### config.mk
export PLATFORM = sky130hd
export DESIGN_NAME = letterbox_aspect_detector
export DESIGN_NICKNAME = d
export VERILOG_FILES = /design/src/rtl/core/lad_pkg.sv /design/src/rtl/core/lad_div.sv /design/src/rtl/core/lad_datapath.sv /design/src/rtl/core/lad_ctrl.sv /design/src/rtl/core/letterbox_aspect_detector.sv
export SDC_FILE = /design/constraint.sdc
export NUM_CORES = 1
export LEC_CHECK = 0
export BUFFER_PORTS_ARGS = -buffer_cell sky130_fd_sc_hd__buf_2
export CAP_MARGIN = 20
export CORE_ASPECT_RATIO = 0.7
export CORE_MARGIN = 2
export CORE_UTILIZATION = 40
export CTS_CLUSTER_DIAMETER = 60
export DETAILED_ROUTE_END_ITERATION = 10
export GPL_TIMING_DRIVEN = 0
export PLACE_DENSITY = 0.68
export RECOVER_POWER = 25
export SLEW_MARGIN = 10
export SYNTH_ARGS = -nofsm -noshare
export SYNTH_HDL_FRONTEND = slang
export SYNTH_SLANG_ARGS = --single-unit
### constraint.sdc
create_clock -name clk -period 17 [get_ports clk]
set_input_delay 5.1 -clock clk [delete_from_list [all_inputs] [get_ports clk]]
set_output_delay 5.1 -clock clk [all_outputs]
set_load 0.02 [all_outputs]
### src/rtl/core/lad_pkg.sv
package lad_pkg;

    localparam int unsigned FIELD_W = 16;
    localparam int unsigned CFG_W   = 8;
    localparam int unsigned QUOT_W  = FIELD_W + 8;
    localparam int unsigned CNT_W   = $clog2(QUOT_W);
    localparam int unsigned ADDR_W  = 5;
    localparam int unsigned DATA_W  = 32;

    // Target ratios in 8.8 fixed point.
    localparam logic [FIELD_W-1:0] RATIO_CLASS0 = 16'd455;
    localparam logic [FIELD_W-1:0] RATIO_CLASS1 = 16'd614;
    localparam logic [FIELD_W-1:0] RATIO_CLASS2 = 16'd340;

    localparam logic [1:0] CLASS_WIDE   = 2'd0;
    localparam logic [1:0] CLASS_SCOPE  = 2'd1;
    localparam logic [1:0] CLASS_NARROW = 2'd2;
    localparam logic [1:0] NO_CLASS     = 2'd3;

    localparam logic [FIELD_W-1:0] HELD_SIZE_RESET = 16'hffff;

    localparam logic [CFG_W-1:0] RES_TOL_RESET      = 8'd8;
    localparam logic [CFG_W-1:0] BAR_GUARD_RESET    = 8'd4;
    localparam logic [CFG_W-1:0] FULL_LIMIT_RESET   = 8'd10;
    localparam logic [CFG_W-1:0] CENTER_TOL_RESET   = 8'd20;
    localparam logic [CFG_W-1:0] RATIO_TOL_RESET    = 8'(16'h100 / 10);

    // Register indexes (byte address divided by four).
    localparam logic [2:0] REG_RES_TOL    = 3'd0;
    localparam logic [2:0] REG_BAR_GUARD  = 3'd1;
    localparam logic [2:0] REG_FULL_LIMIT = 3'd2;
    localparam logic [2:0] REG_CENTER_TOL = 3'd3;
    localparam logic [2:0] REG_RATIO_TOL  = 3'd4;

    typedef struct packed {
        logic [FIELD_W-1:0] total_width;
        logic [FIELD_W-1:0] left_bar;
        logic [FIELD_W-1:0] right_bar;
        logic [FIELD_W-1:0] total_height;
        logic [FIELD_W-1:0] top_bar;
        logic [FIELD_W-1:0] bottom_bar;
    } in_word_t;

    typedef struct packed {
        logic               format_changed;
        logic [FIELD_W-1:0] locked_width;
        logic [FIELD_W-1:0] locked_height;
        logic [1:0]         aspect_class;
    } out_word_t;

    typedef struct packed {
        logic [CFG_W-1:0] res_tolerance;
        logic [CFG_W-1:0] bar_guard;
        logic [CFG_W-1:0] fullscreen_limit;
        logic [CFG_W-1:0] centered_tolerance;
        logic [CFG_W-1:0] ratio_tolerance;
    } cfg_t;

    typedef enum logic [1:0] {
        ST_IDLE,
        ST_EVAL,
        ST_DIV,
        ST_FIN
    } state_t;

    typedef struct packed {
        logic load;
        logic eval;
        logic fin;
    } cmd_t;

    typedef struct packed {
        logic need_div;
        logic div_done;
        logic out_free;
    } status_t;

    function automatic logic [FIELD_W-1:0] sub_sat(
        input logic [FIELD_W-1:0] a,
        input logic [CFG_W-1:0]   b
    );
        logic [FIELD_W-1:0] bx;
        bx = FIELD_W'(b);
        return (a > bx) ? (a - bx) : '0;
    endfunction

endpackage

### src/rtl/core/lad_div.sv
module lad_div (
    input  logic                         clk,
    input  logic                         rst_n,
    input  logic                         start,
    input  logic [lad_pkg::QUOT_W-1:0]   dividend,
    input  logic [lad_pkg::FIELD_W-1:0]  divisor,
    output logic                         busy,
    output logic                         done,
    output logic [lad_pkg::QUOT_W-1:0]   quotient
);

    // Restoring divider, one quotient bit per cycle.
    logic                          busy_reg, busy_next;
    logic                          done_reg, done_next;
    logic [lad_pkg::CNT_W-1:0]     cnt_reg, cnt_next;
    logic [lad_pkg::FIELD_W-1:0]   rem_reg, rem_next;
    logic [lad_pkg::QUOT_W-1:0]    dq_reg, dq_next;
    logic [lad_pkg::FIELD_W-1:0]   den_reg, den_next;
    logic [lad_pkg::FIELD_W:0]     shifted;
    logic [lad_pkg::FIELD_W:0]     diff;
    logic                          ge;

    always_comb
    begin
        shifted   = {rem_reg, dq_reg[lad_pkg::QUOT_W-1]};
        diff      = shifted - {1'b0, den_reg};
        ge        = (shifted >= {1'b0, den_reg});
        busy_next = busy_reg;
        done_next = 1'b0;
        cnt_next  = cnt_reg;
        rem_next  = rem_reg;
        dq_next   = dq_reg;
        den_next  = den_reg;
        if (start)
        begin
            busy_next = 1'b1;
            cnt_next  = '0;
            rem_next  = '0;
            dq_next   = dividend;
            den_next  = divisor;
        end
        else if (busy_reg)
        begin
            rem_next = ge ? diff[lad_pkg::FIELD_W-1:0] : shifted[lad_pkg::FIELD_W-1:0];
            dq_next  = {dq_reg[lad_pkg::QUOT_W-2:0], ge};
            cnt_next = cnt_reg + 1'b1;
            if (cnt_reg == lad_pkg::CNT_W'(lad_pkg::QUOT_W - 1))
            begin
                busy_next = 1'b0;
                done_next = 1'b1;
            end
        end
    end

    always_ff @(posedge clk or negedge rst_n)
    begin
        if (!rst_n)
        begin
            busy_reg <= 1'b0;
            done_reg <= 1'b0;
            cnt_reg  <= '0;
        end
        else
        begin
            busy_reg <= busy_next;
            done_reg <= done_next;
            cnt_reg  <= cnt_next;
        end
    end

    always_ff @(posedge clk)
    begin
        rem_reg <= rem_next;
        dq_reg  <= dq_next;
        den_reg <= den_next;
    end

    assign busy     = busy_reg;
    assign done     = done_reg;
    assign quotient = dq_reg;

endmodule

### src/rtl/core/lad_datapath.sv
module lad_datapath (
    input  logic                clk,
    input  logic                rst_n,
    input  lad_pkg::cmd_t       cmd,
    output lad_pkg::status_t    status,
    input  lad_pkg::cfg_t       cfg,
    input  lad_pkg::in_word_t   in_data,
    output logic                out_valid,
    input  logic                out_ready,
    output lad_pkg::out_word_t  out_data
);

    localparam int unsigned W = lad_pkg::FIELD_W;

    lad_pkg::in_word_t   in_reg;
    logic                letter_reg, letter_next;
    logic                changed_reg, changed_next;
    logic                cls_en_reg, cls_en_next;
    logic [1:0]          class_reg, class_next;
    logic [W-1:0]        hw_reg, hw_next;
    logic [W-1:0]        hh_reg, hh_next;
    logic [W-1:0]        ml_reg, ml_next;
    logic [W-1:0]        mr_reg, mr_next;
    logic [W-1:0]        mt_reg, mt_next;
    logic [W-1:0]        mb_reg, mb_next;
    logic                out_valid_reg, out_valid_next;
    lad_pkg::out_word_t  out_reg, out_next;

    logic                res_lost;
    logic                lr_none, tb_none, lr_center, tb_center;
    logic                letter, pillar;
    logic [W-1:0]        act_w, act_h;
    logic                need_div, div_start, div_busy, div_done;
    logic [lad_pkg::QUOT_W-1:0] quot;
    logic [1:0]          cls;
    logic                cls_update;

    function automatic logic near(
        input logic [W-1:0]                a,
        input logic [W-1:0]                b,
        input logic [lad_pkg::CFG_W-1:0]   t
    );
        logic [W:0] ax, bx, tx;
        ax = {1'b0, a};
        bx = {1'b0, b};
        tx = (W+1)'(t);
        return (ax + tx >= bx) && (ax <= bx + tx);
    endfunction

    function automatic logic ratio_hit(
        input logic [lad_pkg::QUOT_W-1:0]  r,
        input logic [W-1:0]                c,
        input logic [lad_pkg::CFG_W-1:0]   t
    );
        logic [lad_pkg::QUOT_W:0] rx, cx, tx;
        rx = {1'b0, r};
        cx = (lad_pkg::QUOT_W+1)'(c);
        tx = (lad_pkg::QUOT_W+1)'(t);
        return (rx + tx > cx) && (rx < cx + tx);
    endfunction

    lad_div u_div (
        .clk      (clk),
        .rst_n    (rst_n),
        .start    (div_start),
        .dividend ({act_w, 8'd0}),
        .divisor  (act_h),
        .busy     (div_busy),
        .done     (div_done),
        .quotient (quot)
    );

    // Evaluation of the captured word against the held state.
    always_comb
    begin
        res_lost = !near(in_reg.total_width, hw_reg, cfg.res_tolerance) ||
                   !near(in_reg.total_height, hh_reg, cfg.res_tolerance) ||
                   (in_reg.left_bar < ml_reg) || (in_reg.right_bar < mr_reg) ||
                   (in_reg.top_bar < mt_reg) || (in_reg.bottom_bar < mb_reg);
        lr_none   = ({1'b0, in_reg.left_bar} + {1'b0, in_reg.right_bar}) <=
                    (W+1)'(cfg.fullscreen_limit);
        tb_none   = ({1'b0, in_reg.top_bar} + {1'b0, in_reg.bottom_bar}) <=
                    (W+1)'(cfg.fullscreen_limit);
        lr_center = near(in_reg.left_bar, in_reg.right_bar, cfg.centered_tolerance);
        tb_center = near(in_reg.top_bar, in_reg.bottom_bar, cfg.centered_tolerance);
        letter    = lr_none && tb_center;
        pillar    = !letter && tb_none && lr_center;
        act_w     = in_reg.total_width - in_reg.left_bar - in_reg.right_bar;
        act_h     = in_reg.total_height - in_reg.top_bar - in_reg.bottom_bar;
        need_div  = (letter || pillar) && (act_h != '0);
        div_start = cmd.eval && need_div;
    end

    // Class match; the first ratio that hits wins.
    always_comb
    begin
        if (!cls_en_reg)
            cls = lad_pkg::NO_CLASS;
        else if (ratio_hit(quot, lad_pkg::RATIO_CLASS0, cfg.ratio_tolerance))
            cls = lad_pkg::CLASS_WIDE;
        else if (ratio_hit(quot, lad_pkg::RATIO_CLASS1, cfg.ratio_tolerance))
            cls = lad_pkg::CLASS_SCOPE;
        else if (ratio_hit(quot, lad_pkg::RATIO_CLASS2, cfg.ratio_tolerance))
            cls = lad_pkg::CLASS_NARROW;
        else
            cls = lad_pkg::NO_CLASS;
        cls_update = (cls != lad_pkg::NO_CLASS) && (cls != class_reg);
    end

    always_comb
    begin
        letter_next    = letter_reg;
        changed_next   = changed_reg;
        cls_en_next    = cls_en_reg;
        class_next     = class_reg;
        hw_next        = hw_reg;
        hh_next        = hh_reg;
        ml_next        = ml_reg;
        mr_next        = mr_reg;
        mt_next        = mt_reg;
        mb_next        = mb_reg;
        out_next       = out_reg;
        out_valid_next = out_valid_reg && !out_ready;

        if (cmd.eval)
        begin
            letter_next  = letter;
            cls_en_next  = need_div;
            changed_next = res_lost;
            if (res_lost)
            begin
                class_next = lad_pkg::CLASS_WIDE;
                hw_next    = in_reg.total_width;
                hh_next    = in_reg.total_height;
                ml_next    = '0;
                mr_next    = '0;
                mt_next    = '0;
                mb_next    = '0;
            end
        end

        if (cmd.fin)
        begin
            if (cls_update)
            begin
                class_next = cls;
                if (letter_reg)
                begin
                    ml_next = '0;
                    mr_next = '0;
                    mt_next = lad_pkg::sub_sat(in_reg.top_bar, cfg.bar_guard);
                    mb_next = lad_pkg::sub_sat(in_reg.bottom_bar, cfg.bar_guard);
                end
                else
                begin
                    ml_next = lad_pkg::sub_sat(in_reg.left_bar, cfg.bar_guard);
                    mr_next = lad_pkg::sub_sat(in_reg.right_bar, cfg.bar_guard);
                    mt_next = '0;
                    mb_next = '0;
                end
            end
            out_next.format_changed = changed_reg || cls_update;
            out_next.locked_width   = hw_reg;
            out_next.locked_height  = hh_reg;
            out_next.aspect_class   = class_next;
            out_valid_next          = 1'b1;
        end
    end

    always_ff @(posedge clk or negedge rst_n)
    begin
        if (!rst_n)
        begin
            class_reg     <= lad_pkg::CLASS_WIDE;
            hw_reg        <= lad_pkg::HELD_SIZE_RESET;
            hh_reg        <= lad_pkg::HELD_SIZE_RESET;
            ml_reg        <= '0;
            mr_reg        <= '0;
            mt_reg        <= '0;
            mb_reg        <= '0;
            out_valid_reg <= 1'b0;
        end
        else
        begin
            class_reg     <= class_next;
            hw_reg        <= hw_next;
            hh_reg        <= hh_next;
            ml_reg        <= ml_next;
            mr_reg        <= mr_next;
            mt_reg        <= mt_next;
            mb_reg        <= mb_next;
            out_valid_reg <= out_valid_next;
        end
    end

    always_ff @(posedge clk)
    begin
        if (cmd.load)
            in_reg <= in_data;
        letter_reg  <= letter_next;
        changed_reg <= changed_next;
        cls_en_reg  <= cls_en_next;
        out_reg     <= out_next;
    end

    assign status.need_div = need_div;
    assign status.div_done = div_done;
    assign status.out_free = !out_valid_reg || out_ready;
    assign out_valid       = out_valid_reg;
    assign out_data        = out_reg;

`ifndef SYNTH
    a_start_idle: assert property (@(posedge clk) disable iff (!rst_n)
        div_start |-> !div_busy)
        else $error("divider started while busy");
    a_done_after_busy: assert property (@(posedge clk) disable iff (!rst_n)
        div_done |-> $past(div_busy) && !div_busy)
        else $error("divider done without a run");
    a_class_legal: assert property (@(posedge clk) disable iff (!rst_n)
        out_valid |-> (out_data.aspect_class != lad_pkg::NO_CLASS))
        else $error("no-match code reached the output");
    a_fin_free: assert property (@(posedge clk) disable iff (!rst_n)
        cmd.fin |=> out_valid)
        else $error("finished word not presented");
`endif

endmodule

### src/rtl/core/lad_ctrl.sv
module lad_ctrl (
    input  logic              clk,
    input  logic              rst_n,
    input  logic              in_valid,
    output logic              in_ready,
    input  lad_pkg::status_t  status,
    output lad_pkg::cmd_t     cmd
);

    lad_pkg::state_t state_reg, state_next;

    always_ff @(posedge clk or negedge rst_n)
    begin
        if (!rst_n)
            state_reg <= lad_pkg::ST_IDLE;
        else
            state_reg <= state_next;
    end

    always_comb
    begin
        state_next = state_reg;
        in_ready   = 1'b0;
        cmd        = '0;
        case (state_reg)
            lad_pkg::ST_IDLE:
            begin
                in_ready = 1'b1;
                if (in_valid)
                begin
                    cmd.load   = 1'b1;
                    state_next = lad_pkg::ST_EVAL;
                end
            end
            lad_pkg::ST_EVAL:
            begin
                cmd.eval   = 1'b1;
                state_next = status.need_div ? lad_pkg::ST_DIV : lad_pkg::ST_FIN;
            end
            lad_pkg::ST_DIV:
            begin
                if (status.div_done)
                    state_next = lad_pkg::ST_FIN;
            end
            lad_pkg::ST_FIN:
            begin
                if (status.out_free)
                begin
                    cmd.fin    = 1'b1;
                    state_next = lad_pkg::ST_IDLE;
                end
            end
            default:
            begin
                state_next = lad_pkg::ST_IDLE;
            end
        endcase
    end

endmodule

### src/rtl/core/letterbox_aspect_detector.sv
// Letterbox and pillarbox aspect detector.
// One input word per video frame carries the measured frame size and the
// blank bars on each side; each word yields exactly one output word with a
// change flag, the locked width and height, and the aspect class.
// Both word channels use valid/ready; a word moves when both are high.
// The APB-style port holds five 8-bit registers at byte addresses 0..16;
// pready is tied high and reads return the register value.
// Sequence: an accepted word is loaded and evaluated; when the frame shows a
// bar pattern and a nonzero active height, the active ratio is then computed
// by the 24-step serial divider forming active_width*256/active_height one
// quotient bit per cycle, and the result is then registered for the output.
// Words are handled one at a time; the input is taken again as soon as the
// result sits in the output register, even while the receiver has not yet
// taken it.
// If the receiver stalls, a second result waits inside until the output
// register empties, and no further input is taken meanwhile.
// Reset clears the held state to an unlocked 0xffff by 0xffff resolution,
// class 0 and zero bounds, and reloads the registers with their defaults.
module letterbox_aspect_detector (
    input  logic                          clk,
    input  logic                          rst_n,
    input  logic                          in_valid,
    output logic                          in_ready,
    input  lad_pkg::in_word_t             in_data,
    output logic                          out_valid,
    input  logic                          out_ready,
    output lad_pkg::out_word_t            out_data,
    input  logic                          psel,
    input  logic                          penable,
    input  logic                          pwrite,
    input  logic [lad_pkg::ADDR_W-1:0]    paddr,
    input  logic [lad_pkg::DATA_W-1:0]    pwdata,
    output logic [lad_pkg::DATA_W-1:0]    prdata,
    output logic                          pready
);

    lad_pkg::cfg_t     cfg_reg, cfg_next;
    lad_pkg::cmd_t     cmd;
    lad_pkg::status_t  status;
    logic [2:0]        reg_idx;
    logic              wr_en;
    logic [lad_pkg::CFG_W-1:0] wr_val;
    logic [lad_pkg::CFG_W-1:0] rd_val;

    assign pready  = 1'b1;
    assign reg_idx = paddr[4:2];
    assign wr_en   = psel && penable && pwrite && pready;
    assign wr_val  = pwdata[lad_pkg::CFG_W-1:0];

    // Register writes; an address beyond the register list is ignored.
    always_comb
    begin
        cfg_next = cfg_reg;
        if (wr_en)
        begin
            case (reg_idx)
                lad_pkg::REG_RES_TOL:    cfg_next.res_tolerance      = wr_val;
                lad_pkg::REG_BAR_GUARD:  cfg_next.bar_guard          = wr_val;
                lad_pkg::REG_FULL_LIMIT: cfg_next.fullscreen_limit   = wr_val;
                lad_pkg::REG_CENTER_TOL: cfg_next.centered_tolerance = wr_val;
                lad_pkg::REG_RATIO_TOL:  cfg_next.ratio_tolerance    = wr_val;
                default:                 cfg_next = cfg_reg;
            endcase
        end
    end

    // Register read-back, valid during the access cycle.
    always_comb
    begin
        case (reg_idx)
            lad_pkg::REG_RES_TOL:    rd_val = cfg_reg.res_tolerance;
            lad_pkg::REG_BAR_GUARD:  rd_val = cfg_reg.bar_guard;
            lad_pkg::REG_FULL_LIMIT: rd_val = cfg_reg.fullscreen_limit;
            lad_pkg::REG_CENTER_TOL: rd_val = cfg_reg.centered_tolerance;
            lad_pkg::REG_RATIO_TOL:  rd_val = cfg_reg.ratio_tolerance;
            default:                 rd_val = '0;
        endcase
        prdata = lad_pkg::DATA_W'(rd_val);
    end

    always_ff @(posedge clk or negedge rst_n)
    begin
        if (!rst_n)
        begin
            cfg_reg.res_tolerance      <= lad_pkg::RES_TOL_RESET;
            cfg_reg.bar_guard          <= lad_pkg::BAR_GUARD_RESET;
            cfg_reg.fullscreen_limit   <= lad_pkg::FULL_LIMIT_RESET;
            cfg_reg.centered_tolerance <= lad_pkg::CENTER_TOL_RESET;
            cfg_reg.ratio_tolerance    <= lad_pkg::RATIO_TOL_RESET;
        end
        else
        begin
            cfg_reg <= cfg_next;
        end
    end

    // The controller sequences each word; the datapath holds the detection state.
    lad_ctrl u_ctrl (
        .clk      (clk),
        .rst_n    (rst_n),
        .in_valid (in_valid),
        .in_ready (in_ready),
        .status   (status),
        .cmd      (cmd)
    );

    lad_datapath u_datapath (
        .clk       (clk),
        .rst_n     (rst_n),
        .cmd       (cmd),
        .status    (status),
        .cfg       (cfg_reg),
        .in_data   (in_data),
        .out_valid (out_valid),
        .out_ready (out_ready),
        .out_data  (out_data)
    );

endmodule
==> results.md, run 1 <==
* Outcome: finished, violations left
* Total grt overflow at 0
* Max Fclk at ~80 MHz
* DIE AREA at 75600 µm²
* Layout Nets at 3968
* Failing checks: max-capacitance violations, max-slew violations
* I/O Buffers at approximately 160
* Setup CP Type: input port to primary output
* #FFs+latches synth at 338
* Max Cap Viol at 1
* Syn avg cell area at 9.49 µm²
* Setup slack, reg-to-reg at 9530 ps
* FF-to-FF End: u_datapath.mb_reg[14]
* Min-Delay Startpoint: u_datapath.u_div.rem_reg[15]
* Post-CTS setup buffers at 0
* Distinct cells, synth at 78
* Clock share of power at 0.209
* Multi-input gate area at 18600 µm²
* Routed length on met2 at around 33000 µm
* WHS Path Cells at 2
* Post-DRT Antenna Nets at 0
* Met1 WL at 41300 µm
* Commonest non-fill, non-tap cells in the layout: ha_1, inv_1, nand2_1
* Top layer in use: met5
* Final Slew Violations at 57
* Area Growth Syn to Fin at 12.7%
* Total negative slack at 0 ps
* Sw Pwr at approximately 2.0 mW
* Final period util at 0.734
* Max FFs per register at 96
* Static leakage at between 10 and 15 nW
* RD Place Congestion at 0.962
* Seq/Total Area, Yosys at 0.314
* Core Rows at 83
* DR vias at 23455
* Async SR Flop Fraction at 0.438
* Area occupied by registers at ~9000 µm²
* Via density at 5.40
* CP Capture Type: primary output
* Final hold slack at 508 ps
* Internal at 2.59 mW
* DR WL met3 at approximately 7700 µm
* Largest net degree at the start of global routing at 93
* WHS Endpoint: u_datapath.u_div.rem_reg[15]
* Htree depth at 2
* CP required at between 10000 and 15000 ps
* Drt pass-1 iters at 6
* Final hold violation count at 0
* Comb power frac at 0.500
* First-pass GRT wire length at about 130000 µm
* Die Span Y at 231 µm
* Cts hold-fix bufs at 0
* Final wirelength at 83400 µm
* Worst hold path class: flip-flop to flip-flop
* Startpoint Class: input port
* Post-DR wirelength/cell at 19.2 µm
* Clock skew at between 20 and 25 ps
* Num CTS Buffers at 44
* Post-CTS sizing at 0
* Pwr/cell area at 138 nW/µm²
* Clock Sink Count at 338
* Clock buffer depth at 3
* Ys flop type: edfxtp_1
* Sw Share at 0.432
* Layout cell share with drive strength beyond 1 at 0.108
* Clk slew on worst S/H paths at 60 ps
* YS warnings at 0
* Min Tclk post-route at 12480 ps
* Mapped Cells at 3092
* Clock Root Buffer: clkbuf_16
* CTS tree: built
* Worst-skew pair later-pin latency at roughly 600 ps
* DRC viols at 0
* Commonest non-fill, non-tap cell in the layout: ha_1
* Post-synth EDFFs at 166
* Initial core utilization at 0.402
* Vias in the first global route at about 22000
* Max Fanout on Critical Path at 10
* Ports at 210
* Worst EP arrival at around 7400 ps
* Die width at 328 µm
* Max-slew headroom at -1.37
* # fillers at 6972
* DR iter-0 viols at about 2000
* Final setup viols at 0
* Reg2reg start: cfg_reg[33]
* Reg2reg path depth at 27
* Maximum vdd drop at approximately 0.092 mV
* Part of the power in registers at 0.291
* RSZ-0062 raised after global routing: no
* Dpl hpwl at 67200 µm
* Initial antenna violation count at 8
* GRT Util Overall at 0.218
* Core ar. at 73000 µm²
* Worst Tran Pin Value at 3560 ps
* Synth Cell Area at 29300 µm²
## cell families (layout without fill, tap and decap cells)
group / Yosys count / in the layout / share of synthesized area
other: 2 / 28 / 0.000256
adders and majority gates: 500 / 500 / 0.225
and+or+nand+nor: 832 / 832 / 0.138
DFF: 338 / 338 / 0.314
muxes: 176 / 176 / 0.0628
buffers and inverters: 383 / 632 / 0.0538
xor gates and xnor gates: 233 / 233 / 0.0695
AOI/OAI and AO/OA: 628 / 628 / 0.137
## worst max-delay path: stages
cell,delay (ps)
buf_2,110
clkbuf_1,430
buf_1,530
mux2i_1,320
o22ai_1,590
buf_2,290
## cell usage after synthesis, types with 41 or more instances
| cell type | n | area [µm²] |
|---|---|---|
| nand3_1 | 58 | 290 |
| nand4_1 | 65 | 407 |
| ha_1 | 454 | 5680 |
| fa_1 | 46 | 921 |
| inv_1 | 296 | 1110 |
| dfstp_2 | 41 | 1080 |
| nand2_1 | 274 | 1030 |
| xnor2_1 | 168 | 1470 |
| mux2i_1 | 121 | 1210 |
| a21o_1 | 86 | 646 |
| o21ai_0 | 146 | 731 |
| nor2b_1 | 46 | 288 |
| xor2_1 | 65 | 569 |
| clkbuf_1 | 44 | 165 |
| a21oi_1 | 170 | 851 |
| nor3_1 | 63 | 315 |
| mux2_2 | 54 | 608 |
| edfxtp_1 | 166 | 4980 |
| nor2_1 | 181 | 679 |
| dfrtp_1 | 107 | 2680 |
## through the flow
stage,instances,cell area [µm²],util,power [mW],worst slack [ps]
floorplan,3115,29400,-,2.92,5610
detailed placement,4257,31600,0.433,3.59,4720
global placement,4250,31400,0.431,3.53,4690
CTS,4339,33100,0.453,4.57,4710
global route,4341,33100,0.453,4.91,4440
finish,4344,33100,0.453,4.55,4520
## how the worst max path moves through the flow
| stage | from | end | slack [ps] | depth (start not counted) |
|---|---|---|---|---|
| finish | paddr[3] | prdata[0] | 4520 | 6 |
| global route | paddr[3] | prdata[0] | 4440 | 6 |
| CTS | paddr[3] | prdata[7] | 4710 | 6 |
| detailed placement | paddr[3] | prdata[7] | 4720 | 6 |
| global placement | paddr[3] | prdata[7] | 4690 | 6 |
| floorplan | paddr[3] | prdata[1] | 5610 | 4 |
## layer usage
metal	GRT usage	up-vias
met5	0	-
met4	0.0442	6
met3	0.0518	96
met2	0.307	793
met1	0.335	11105
li1	-	11455
## power groups by stage
stage	clock network [mW]	logic (mW)	registers, mW
4_1_cts	0.972	2.26	1.34
5_1_grt	1.01	2.56	1.35
6_report	0.951	2.28	1.33
2_1_floorplan	0	1.64	1.28
3_3_place_gp	0	2.18	1.36
3_5_place_dp	0	2.24	1.35
## cell type report
type,count,share of cell area
well taps,977,0.0370
diodes,3,0.000227
multi-input cells,2394,0.563
flip-flops and latches,338,0.279
clock inverters,32,0.0104
clock buffers,50,0.0346
repair buffers,167,0.0281
inverters,298,0.0338
plain buffers,85,0.0139
Note: power is estimated with default switching activity, not from simulation.
==> run 2: changes to the inputs <==
Settings changed: PLACE_DENSITY 0.68 to 0.7.
Clock period 17 ns to 10.4 ns, I/O delays scaled along.
==> results.md, run 2 (synthesis gave the netlist of run 1 again) <==
* CP Capture Type: primary output
* Failing checks: max-capacitance violations, max-slew violations
* Clk slew on worst S/H paths at roughly 70 ps
* Vias in the first global route at 21986
* Top cell by count, worst path: buf_2
* RD Place Congestion at 0.965
* Commonest non-fill, non-tap cells in the layout: ha_1, inv_1, nand2_1
* First-pass GRT wire length at 128000 µm
* Worst hold path class: flip-flop to flip-flop
* Cts hold-fix bufs at 0
* Maximum vdd drop at 0.162 mV
* CTS tree: built
* Commonest non-fill, non-tap cell in the layout: ha_1
* Static leakage at 14.5 nW
* Finished Layout Cells at roughly 4300
* Clock buffer depth at 3
* Final setup margin at 1820 ps
* Outcome: finished, violations left
* Max-slew headroom at -1.45
* RSZ-0062 raised after global routing: no
* Ports at 210
* Clock Sink Count at 338
* Core ar. at 73000 µm²
* Critical path, cell by cell: buf_2, clkbuf_1, buf_1, mux2i_1, o22ai_1, buf_2
* Total grt overflow at 0
* Worst-skew pair later-pin latency at 590 ps
* Max FFs per register at 96
* Startpoint Class: input port
* Core Rows at between 80 and 90
* Slowest cell delay on critical path at between 600 and 700 ps
* Post-CTS sizing at 0
* I/O Buffers at between 150 and 200
* Post-DR wirelength/cell at 19.2 µm
* Die Span Y at 231 µm
* Drt pass-1 iters at 5
* Initial core utilization at 0.402
* Clock skew at 34.8 ps
* Final Slew Violations at 58
* Num CTS Buffers at 41
* Dpl hpwl at 67100 µm
* Total negative slack at 0 ps
* Layout Nets at 3964
* Initial antenna violation count at 8
* Clock Root Buffer: clkbuf_16
* Post-CTS setup buffers at 0
* Htree depth at 2
* Setup slack, reg-to-reg at 3070 ps
* Worst Tran Pin Value at 3670 ps
* DIE AREA at 75600 µm²
* Worst slack at placement at 2060 ps
* Final hold violation count at 0
* Inst Count DP at 4256
* Layout cell share with drive strength beyond 1 at 0.106
* Die width at 328 µm
* Slowest CP cell: o22ai_1
* DRC viols at 0
* Largest net degree at the start of global routing at 92
* Area Growth Syn to Fin at 12.5%
* Max Cap Viol at 1
* Final wirelength at 83100 µm
* DR iter-0 viols at 1821
* Final period util at 0.825
* Final setup viols at 0
* Max Fclk at 117 MHz
* GRT Util Overall at 0.218
* Pwr/cell area at 224 nW/µm²
* Setup CP Type: input port to primary output
* Post-DRT Antenna Nets at 0
* Min Tclk post-route at 8580 ps
* DR vias at 23475
* CP required at roughly 7300 ps
* Worst EP arrival at 5460 ps
* Max Fanout on Critical Path at 10
* Via density at 5.41
run 2: cell types whose count changed in the layout (fill, tap and decap cells not counted), sizes merged:
cell and delta:
buf -4, clkinv -3, bufinv +2, inv -2
run 2: path summary, 6_finish.rpt:
| path | from | cells past startpoint | end |
|---|---|---|---|
| worst max register to register | u_datapath.hh_reg[0] | 24 | u_datapath.mb_reg[11] |
| min in group asynchronous | rst_n | 1 | u_datapath.mr_reg[13] |
| worst min-delay path | u_datapath.u_div.rem_reg[15] | 2 | u_datapath.u_div.rem_reg[15] |
| max in group asynchronous | rst_n | 1 | u_datapath.mt_reg[6] |
| worst max-delay path | paddr[3] | 6 | prdata[7] |
| worst min register to register | u_datapath.u_div.rem_reg[15] | 2 | u_datapath.u_div.rem_reg[15] |
run 2: report_power, final:
part	switching, mW	total [mW]	internal (mW)
Sequential	0.383	2.17	1.79
Clock	0.622	1.52	0.894
Combinational	2.17	3.72	1.55
Total	3.17	7.41	4.23
run 2: cell type report:
cell class	instances	area, µm²
Timing Repair Buffer	166	913
Multi-Input combinational cell	2394	18600
Clock inverter	29	343
Inverter	298	1120
Clock buffer	47	1090
Tap cell	977	1220
Buffer	85	462
Antenna cell	3	7.51
Fill cell	6923	40000
Sequential cell	338	9220
run 2: worst max-delay path, delay by kind of cell:
family / cells / cell delay (ps)
AOI/OAI and AO/OA: 1 / 680
muxes: 1 / 270
buffers and inverters: 4 / 1380
run 2: stage by stage:
step,instance area [µm²],util,hold slack (ps),power [mW]
6_report,33000,0.452,504,7.41
3_5_place_dp,31600,0.432,488,5.87
3_3_place_gp,31400,0.431,477,5.77
5_1_grt,33000,0.452,534,7.98
2_1_floorplan,29400,-,459,4.78
4_1_cts,33000,0.452,501,7.43
run 2: routing by layer:
metal,up-vias,share of wire,global-route usage
met3,81,0.086,0.0532
met5,-,0.0033,0.0230
met2,784,0.40,0.308
met1,11143,0.50,0.331
li1,11457,-,-
met4,10,0.015,0.0410
==> run 3: changes to the inputs <==
Settings changed: PLACE_DENSITY 0.7 to 0.68.
Clock period 10.4 ns to 8.1 ns, I/O delays scaled along.
==> results.md, run 3 (synthesis gave the netlist of run 1 again) <==
* Startpoint Class: flip-flop
* Post-CTS setup buffers at 0
* Die width at between 300 and 400 µm
* Worst EP arrival at between 7000 and 8000 ps
* Post-DR wirelength/cell at slightly below 20 µm
* Post-CTS sizing at 0
* Outcome: finished, violations left
* DRC viols at 0
* Final setup viols at 0
* GRT Util Overall at 0.218
* Htree depth at 2
* Max Fclk at 135 MHz
* CP required at 8610 ps
* Setup CP Type: flip-flop to flip-flop
* Worst Tran Pin Value at 3550 ps
* CP Capture Type: flip-flop
* Vias in the first global route at 22152
* Die Span Y at 231 µm
* Layout cell share with drive strength beyond 1 at 0.108
* Cts hold-fix bufs at 0
* Max FFs per register at 96
* Post-DRT Antenna Nets at 0
* Total negative slack at 0 ps
* DIE AREA at 75600 µm²
* Final Slew Violations at 57
* Initial core utilization at 0.402
* Area Growth Syn to Fin at 12.7%
* RSZ-0062 raised after global routing: no
* Num CTS Buffers at 44
* Dpl hpwl at 67200 µm
* Max Fanout on Critical Path at 10
* First-pass GRT wire length at ~130000 µm
* CTS tree: built
* Core ar. at 73000 µm²
* Clk slew on worst S/H paths at approximately 60 ps
* Via density at ~5.4
* Maximum vdd drop at a little under 0.2 mV
* Worst-skew pair later-pin latency at 610 ps
* Clock skew at 25.1 ps
* Largest net degree at the start of global routing at 93
* Ports at 210
* Final wirelength at 83400 µm
* Min Tclk post-route at 7410 ps
* RD Place Congestion at between 0.9 and 1
* Final hold slack at 510 ps
* Failing checks: max-capacitance violations, max-slew violations
* DR vias at between 20000 and 25000
* Total grt overflow at 0
* Core Util, Final at 0.453
* Clock buffer depth at 3
* I/O Buffers at 158
* Commonest non-fill, non-tap cell in the layout: ha_1
* DR iter-0 viols at between 1500 and 2000
* Pwr/cell area at 289 nW/µm²
* Layout Nets at 3968
* DP Area at 31600 µm²
* Final hold violation count at 0
* Max-slew headroom at -1.37
* Static leakage at 14.6 nW
* Drt pass-1 iters at 6
* Core Rows at 83
* Initial antenna violation count at 8
* Max Cap Viol at 1
* Worst hold path class: flip-flop to flip-flop
* Clock Sink Count at 338
* Final period util at 0.915
* Clock Root Buffer: clkbuf_16
* Commonest non-fill, non-tap cells in the layout: ha_1, inv_1, nand2_1
* Final instance area at 33100 µm²
[run 3: cell count changes in the layout (fill, tap and decap cells not counted), sizes merged]
cell,previous run,this run
buf,201,204
bufinv,5,3
clkbuf,96,97
clkinv,17,20
diode,3,1
inv,303,305
[run 3: area by class of cell]
class	instances	area [µm²]
Clock inverter	32	345
Antenna cell	1	2.50
Sequential cell	338	9220
Clock buffer	50	1140
Inverter	298	1120
Fill cell	6970	39900
Tap cell	977	1220
Multi-Input combinational cell	2394	18600
Buffer	85	460
Timing Repair Buffer	167	927
[run 3: path summary, 6_finish.rpt]
check                                        startpoint                           end  slack [ps]  cells past startpoint
hold reg to reg            u_datapath.u_div.rem_reg[15]  u_datapath.u_div.rem_reg[15]         510                      2
setup / recovery                            cfg_reg[33]         u_datapath.mb_reg[14]         690                     27
setup reg to reg                            cfg_reg[33]         u_datapath.mb_reg[14]         690                     27
min in group asynchronous                         rst_n          u_datapath.mr_reg[9]        3020                      1
max in group asynchronous                         rst_n          u_datapath.mb_reg[9]        3020                      1
hold / removal             u_datapath.u_div.rem_reg[15]  u_datapath.u_div.rem_reg[15]         510                      2
[run 3: report_power, final]
part | internal (mW) | switching [mW]
clock | 1.14 | 0.849
combinational | 1.99 | 2.79
sequential | 2.29 | 0.491
total | 5.43 | 4.13
[run 3: routing by layer]
layer	wire length, µm	global-route usage	vias to the layer above
met5	46	0	-
met4	1530	0.0442	8
met3	7730	0.0518	108
met2	32900	0.307	812
met1	41200	0.335	11129
li1	-	-	11447
[run 3: worst max-delay path, stage by stage, from the launching register on]
cell       delay [ps]
dfrtp_1           700
ha_1              330
a21o_1            150
a21oi_1           220
o21bai_1           90
a21oi_1           230
o21bai_1           90
a21oi_1           260
nor2b_1            80
o21ai_0           330
or3_1             240
nor3_1             80
xnor2_1           140
ha_1              190
a21o_1            150
a21o_1            200
nor2_1            110
o311ai_0          140
o21ai_0           290
a21oi_1           210
nor4_1            550
o2111ai_1         230
o31ai_1           490
buf_2             300
clkbuf_1          480
clkbuf_1          730
nand2_1           120
mux2i_1           150
[run 3: metrics by stage]
step / setup slack (ps) / power (mW) / instances
detailed placement: 885 / 7.53 / 4257
CTS: 810 / 9.59 / 4339
finish: 691 / 9.56 / 4342
global placement: 221 / 7.42 / 4250
global route: 265 / 10.3 / 4341
floorplan: 2050 / 6.13 / 3115
